$ cat src/rtl/core/tccw_pkg.sv
package tccw_pkg;

    localparam int COLUMNS = 76;
    localparam int ROWS    = 23;
    localparam int CELLS   = ROWS * COLUMNS;

    localparam int CMD_W   = 2;
    localparam int CHAR_W  = 8;
    localparam int COLOR_W = 32;
    localparam int ROW_W   = 5;
    localparam int COL_W   = 7;
    localparam int ADDR_W  = $clog2(CELLS);

    localparam int PADDR_W   = 3;
    localparam int REG_IDX_W = PADDR_W - 2;
    localparam logic [REG_IDX_W-1:0] REG_DEFAULT_ROW_COLOR = '0;

    localparam logic [COLOR_W-1:0] DEFAULT_COLOR_RESET = 32'hFFE8_EEF7;

    localparam logic [CMD_W-1:0] CMD_PUT   = 2'd0;
    localparam logic [CMD_W-1:0] CMD_CLEAR = 2'd1;
    localparam logic [CMD_W-1:0] CMD_READ  = 2'd2;

    localparam logic [CHAR_W-1:0] CH_NEWLINE   = 8'd10;
    localparam logic [CHAR_W-1:0] CH_BACKSPACE = 8'd8;
    localparam logic [CHAR_W-1:0] CH_SPACE     = 8'd32;

    localparam int QUEUE_DEPTH = 2;
    localparam int QPTR_W      = $clog2(QUEUE_DEPTH);
    localparam int QCNT_W      = $clog2(QUEUE_DEPTH + 1);

    typedef enum logic [2:0] {
        OP_PUT,
        OP_NEWLINE,
        OP_BACKSPACE,
        OP_CLEAR,
        OP_READ,
        OP_NOP
    } op_t;

    typedef struct packed {
        op_t                op;
        logic [CHAR_W-1:0]  char_code;
        logic [COLOR_W-1:0] color;
        logic [ROW_W-1:0]   read_row;
        logic [COL_W-1:0]   read_col;
        logic               read_ok;
    } work_item_t;

    typedef struct packed {
        logic pop;
        logic init_busy;
    } back_ctrl_t;

    // logical row + scroll offset, both below ROWS
    function automatic logic [ROW_W-1:0] row_wrap(input logic [ROW_W:0] sum);
        logic [ROW_W:0] adj;
        adj = sum - (ROW_W + 1)'(ROWS);
        if (sum >= (ROW_W + 1)'(ROWS))
            return adj[ROW_W-1:0];
        else
            return sum[ROW_W-1:0];
    endfunction

    function automatic logic [ADDR_W-1:0] cell_addr(input logic [ROW_W-1:0] row,
                                                    input logic [COL_W-1:0] col);
        return ADDR_W'(row) * ADDR_W'(COLUMNS) + ADDR_W'(col);
    endfunction

endpackage

$ cat src/rtl/core/tccw_front.sv
module tccw_front
    import tccw_pkg::*;
(
    input  logic                clk,
    input  logic                rst_n,
    input  logic                in_valid,
    output logic                in_ready,
    input  logic [CMD_W-1:0]    cmd,
    input  logic [CHAR_W-1:0]   char_code,
    input  logic [COLOR_W-1:0]  color,
    input  logic [ROW_W-1:0]    read_row,
    input  logic [COL_W-1:0]    read_col,
    input  back_ctrl_t          ctrl,
    output logic                q_valid,
    output work_item_t          q_item
);

    work_item_t        item;
    work_item_t        entry_reg [QUEUE_DEPTH];
    logic [QPTR_W-1:0] wr_ptr_reg, wr_ptr_next;
    logic [QPTR_W-1:0] rd_ptr_reg, rd_ptr_next;
    logic [QCNT_W-1:0] count_reg, count_next;
    logic              push;

    always_comb
    begin
        item.char_code = char_code;
        item.color     = color;
        item.read_row  = read_row;
        item.read_col  = read_col;
        item.read_ok   = (read_row < ROW_W'(ROWS)) && (read_col < COL_W'(COLUMNS));
        unique case (cmd)
            CMD_PUT:
            begin
                if (char_code == CH_NEWLINE)
                    item.op = OP_NEWLINE;
                else if (char_code == CH_BACKSPACE)
                    item.op = OP_BACKSPACE;
                else
                    item.op = OP_PUT;
            end
            CMD_CLEAR: item.op = OP_CLEAR;
            CMD_READ:  item.op = OP_READ;
            default:   item.op = OP_NOP;
        endcase
    end

    assign in_ready = (count_reg != QCNT_W'(QUEUE_DEPTH)) && !ctrl.init_busy;
    assign push     = in_valid && in_ready;
    assign q_valid  = (count_reg != '0);
    assign q_item   = entry_reg[rd_ptr_reg];

    always_comb
    begin
        wr_ptr_next = wr_ptr_reg;
        rd_ptr_next = rd_ptr_reg;
        count_next  = count_reg;
        if (push)
            wr_ptr_next = (wr_ptr_reg == QPTR_W'(QUEUE_DEPTH - 1)) ? '0 : wr_ptr_reg + 1'b1;
        if (ctrl.pop)
            rd_ptr_next = (rd_ptr_reg == QPTR_W'(QUEUE_DEPTH - 1)) ? '0 : rd_ptr_reg + 1'b1;
        if (push && !ctrl.pop)
            count_next = count_reg + 1'b1;
        else if (!push && ctrl.pop)
            count_next = count_reg - 1'b1;
    end

    always_ff @(posedge clk or negedge rst_n)
    begin
        if (!rst_n)
        begin
            wr_ptr_reg <= '0;
            rd_ptr_reg <= '0;
            count_reg  <= '0;
        end
        else
        begin
            wr_ptr_reg <= wr_ptr_next;
            rd_ptr_reg <= rd_ptr_next;
            count_reg  <= count_next;
        end
    end

    always_ff @(posedge clk)
    begin
        if (push)
            entry_reg[wr_ptr_reg] <= item;
    end

endmodule

$ cat config.mk
export PLATFORM = sky130hd
export DESIGN_NAME = tccw_front
export DESIGN_NICKNAME = d
export VERILOG_FILES = /design/src/rtl/core/tccw_pkg.sv /design/src/rtl/core/tccw_front.sv
export SDC_FILE = /design/constraint.sdc
export NUM_CORES = 1
export LEC_CHECK = 0
export BUFFER_PORTS_ARGS = -buffer_cell sky130_fd_sc_hd__buf_4
export CORE_MARGIN = 2
export CORE_UTILIZATION = 40
export DETAILED_ROUTE_END_ITERATION = 8
export PLACE_DENSITY = 0.62
export SYNTH_ARGS = -nofsm -noshare
export SYNTH_HDL_FRONTEND = slang
export SYNTH_SLANG_ARGS = --single-unit
export TNS_END_PERCENT = 100
$ cat constraint.sdc
create_clock -name clk -period 3.75 [get_ports clk]
set_input_delay 0.1875 -clock clk [delete_from_list [all_inputs] [get_ports clk]]
set_output_delay 0.1875 -clock clk [all_outputs]
set_load 0.05 [all_outputs]
* Yosys cells after proc, flatten, opt, wreduce, memory -nomap -nowiden
Memory sizes are Yosys's and may differ from the RTL's.
Index checks and enable logic that the tools add are counted.
** Word-level totals
- Register bits :: 4
- Memory bits (writable) :: 112
- Memories kept :: 1
** Cells by class
- Equality and inequality tests :: 5
- Magnitude comparators :: 2
- Add/subtract/negate cells :: 4
- Reduce and logical (&&, ||, !) cells :: 11
- Mux-type cells :: 9
** Memories
- entry_reg :: words 2, width 56, read ports 1, clocked after Yosys merged registers in 0, write ports 1, RTL line tccw_front.sv:19 : work_item_t entry_reg [QUEUE_DEPTH];
** Operators by type and width (number)
- equality test 8 x 4 -> 1 bit, second input constant :: 2
- case mux 3 bit (3 select lines) :: 1
- < comparator 7 bit, second input constant :: 1
- two-way mux 2 bit :: 3
- logical AND 1 bit :: 5
- < comparator 5 bit, second input constant :: 1
- two-way mux 1 bit :: 4
- nonzero test 2 bit :: 2
- logical NOT 1 bit :: 3
- two-way mux 3 bit :: 1
- adder 1 bit, second input constant :: 2
- adder 2 x 1 -> 2 bit, second input constant :: 1
- equality test 2 x 1 -> 1 bit, second input constant :: 1
- equality test 2 bit, second input constant :: 1
- logical NOT 2 bit :: 1
- inequality test 2 bit, second input constant :: 1
- subtractor 2 x 1 -> 2 bit, second input constant :: 1

* Depth between registers and ports, before layout
- Depth in word-level cells :: 7
- Depth in mapped cells :: 7

* Worst setup path after synthesis
Ideal clock, no wire load.
- Path type :: reg-to-reg
- From :: reg count_reg[1]
- To :: mem entry_reg[0][0] (netlist name), enable pin
- Path slack :: 0.325 ns
- Clock period less this slack :: 3.425 ns
- Buffers on the path :: 0
- Arrival time :: 2.954 ns
- Stages on the path, launching flop included :: 4
- Path through :: dfrtp_1 > inv_1 > o211ai_1 > nor2_1
** Between the ends
- Word-level cells in the longest chain between the ends :: 5
** Ends and longest elaborated chain
- start: declaration :: RTL line tccw_front.sv:22 : logic [QCNT_W-1:0] count_reg, count_next;
- start signal: assignment :: RTL line tccw_front.sv:80 : count_reg <= count_next;
- inequality test 2 bit :: RTL line tccw_front.sv:48 : assign in_ready = (count_reg != QCNT_W'(QUEUE_DEPTH)) && !ctrl.init_busy;
- logical AND 1 bit :: RTL line tccw_front.sv:48
- logical AND 1 bit :: RTL line tccw_front.sv:49 : assign push = in_valid && in_ready;
- two-way mux 1 bit :: RTL line tccw_front.sv:86 : if (push)
- two-way mux 1 bit (not written as such) :: RTL line tccw_front.sv:87 : entry_reg[wr_ptr_reg] <= item;
- end: declaration :: RTL line tccw_front.sv:19
No other way between the ends.

==> impl_results.md <==
- Critical path fanouts, max: 57
- Worst vdd ir: 0.638 mV
- Worst path buffer plus inverter count: 1
- TNS Setup: 0 ns
- Syn nets: 266
- Seq/Total Area, Yosys: 78.1%
- Design Power: 5.41 mW
- CTS sink cnt: 116
- Initial cell density of the core: about 41%
- Vias: 2486
- Drt first-iter violations: 147
- Most frequent cells in the layout: 118 x buf_4, 112 x edfxtp_1, 56 x dlygate4sd3_1
- DRC viols: 0
- Die W: 109 microns
- Die area: roughly 12000 sq um
- Clk_lat worst skew: 0.49 ns
- Drt wl/cell: 15.5 microns
- Slew Viols, Final: 0
- Nets: 453
- Max cap viols: 0
- Core area: around 11000 sq um
- Routed wire length: 8440 microns
- CTS root buf: clkbuf_8
- CTS tree: built
- Hold Crit Class: in2async
- R2R Setup Slk: approximately 1.9 ns
- R2r startpoint: count_reg[0]$_DFFE_PN0P_
- Crit-path cells: mux2_2 > buf_4
- Antenna Cells: 0
- Yosys reg bits: ~120
- Dominant cell type by area after synthesis: edfxtp_1
- Port bufs: 116
- Clock slew at reported path FFs: 0.06 ns
- Dpl hpwl: 5040 microns
- Commonest non-fill, non-tap cell in the layout: buf_4
- Final period utilization: a little under two thirds
- Netlist Area Pre-Place: 4430 sq um
- Static Leak: 2.63 nW
- # rows: 38
- Vias/cell: 4.55
- Drt pass-1 iters: 4
- Minimum clock period: 2.40 ns
- GR Util All Layers: 14.6%
- CP endpoint kind: output port
- Slew @ Worst Pin: 0.960 ns
- WP data required: 3.56 ns
- Max-slew headroom: around 36%
- Final hold violation count: 0
- Post-Syn Instances: 206
- RSZ-0062 raised after global routing: false
- Fin cells: 546
- CP startpoint kind: register
- Share of cells above drive strength 1: 51.5%
- Cell variety after synth: 23
- H-tree depth: 4
- Initial antenna violation count: 0
- Yosys top cell area share: 75.9%
- DRT antenna net count: 0
- Largest register FFs: 112
- I/O pin cnt: ~120
- R2R cell count: 4
- Power density cells: 810 nW/um^2
- Worst r2r dst: entry_reg[1][16]$_DFFE_PP_
- Die Y: between 100 and 150 microns
- Setup violators final: 0
- WP data arrival: 2.21 ns
- Vias in the first global route: approximately 2600
- Crit-path leading delay family: flip-flops
- CP max stage delay: around 1.1 ns
- Post-synthesis area per instance: 21.5 sq um
- Slowest cell on the critical path: dfrtp_4
- First-pass GRT wire length: 12800 microns
- Fmax: 417 MHz
- Largest cells by area after synthesis: edfxtp_1 76%, mux2_4 10%, mux2_2 6.6%
- GP Congestion: 0.700
- CP Class: reg2out
- Status: complete, no violations
- Cells after DPL: about 460
- Largest net degree at the start of global routing: 58
- Post-CTS Resized: 0
- Clk buf depth: 2
- Clock Skews: 0.00712 ns
- Area grow syn2layout: 50.7%
- CTS Buf Count: 17
- Warnings from Yosys: 0
- GRT overflow: 0
[synth_stat cells, drive strengths merged]
| cell | n |
|---|---|
| a22oi | 1 |
| nor4 | 1 |
| xor2 | 2 |
| ha | 1 |
| inv | 6 |
| edfxtp | 112 |
| o22ai | 1 |
| o211ai | 1 |
| a21oi | 1 |
| mux2 | 56 |
| nor4b | 1 |
| a31o | 1 |
| dfrtp | 4 |
| and3 | 1 |
| nand3 | 1 |
| nor2 | 2 |
| a211o | 1 |
| clkbuf | 1 |
| buf | 6 |
| nand2 | 3 |
| xnor2 | 3 |
[where the power goes]
| part | leakage, nW | switching (mW) | internal, mW | total, mW |
|---|---|---|---|---|
| Sequential | 1.07 | 0.198 | 1.62 | 1.82 |
| Clock | 0.317 | 0.546 | 1.21 | 1.76 |
| Combinational | 1.25 | 1.11 | 0.732 | 1.84 |
| Total | 2.63 | 1.85 | 3.56 | 5.41 |
[how the worst max path moves through the flow]
stage / cells after the start / from / end
detailed placement: 2 / rd_ptr_reg$_DFFE_PN0P_ / q_item[24]
global placement: 2 / rd_ptr_reg$_DFFE_PN0P_ / q_item[31]
global route: 2 / rd_ptr_reg$_DFFE_PN0P_ / q_item[33]
CTS: 2 / rd_ptr_reg$_DFFE_PN0P_ / q_item[24]
finish: 2 / rd_ptr_reg$_DFFE_PN0P_ / q_item[33]
floorplan: 3 / count_reg[1]$_DFFE_PN0P_ / entry_reg[0][0]$_DFFE_PP_
[stage by stage]
| stage | setup slack, ns | area [sq um] | util, % | hold slack, ns |
|---|---|---|---|---|
| 6_report | 1.35 | 6680 | 61.6 | 0.0244 |
| 5_1_grt | 1.25 | 6680 | 61.6 | 0.00584 |
| 4_1_cts | 1.30 | 6680 | 61.6 | 0.000934 |
| 3_5_place_dp | 1.84 | 5470 | 50.4 | -0.0118 |
| 3_3_place_gp | 1.85 | 5470 | 50.4 | -0.0129 |
| 2_1_floorplan | 0.325 | 4430 | - | -0.108 |
[logic make-up (layout without fill, tap and decap cells)]
family / count (synthesis) / after routing / share of synthesized area, %
flip-flops: 116 / 116 / 78.1
multiplexers: 56 / 56 / 16.8
buffers and inverters: 13 / 213 / 1.83
AND/OR/NAND/NOR: 9 / 9 / 1.02
AO/OA/AOI/OAI: 6 / 6 / 0.988
XOR/XNOR: 5 / 5 / 0.988
adder cells (fa/ha/maj): 1 / 1 / 0.282
[area by class of cell]
type	instances	area, sq um
Inverter	6	22.5
Multi-Input combinational cell	77	897
Sequential cell	116	3470
Tap cell	140	175
Clock inverter	14	233
Clock buffer	18	418
Timing Repair Buffer	175	1470
Fill cell	819	4160
[worst reg2reg max path: stages (launching register included)]
cell and delay (ns):
dfrtp_1 0.42, inv_1 0.08, a21oi_1 0.20, and3_2 0.42
buf_4 0.41
[metal layers]
| metal | GRT usage (%) | part of all wire, % | up-vias |
|---|---|---|---|
| met1 | 17.2 | 43 | 1209 |
| met5 | 0 | 0 | - |
| met2 | 24.7 | 50 | 83 |
| met3 | 5.20 | 6.4 | 11 |
| met4 | 5.42 | 1.1 | 0 |
| li1 | - | - | 1183 |
[timing repair]
action / in CTS / in global routing
buffers inserted: 0 / 0
hold endpoints to repair: 113 / 0
hold buffers: 56 / 0
(Power assumes the default switching activity.)
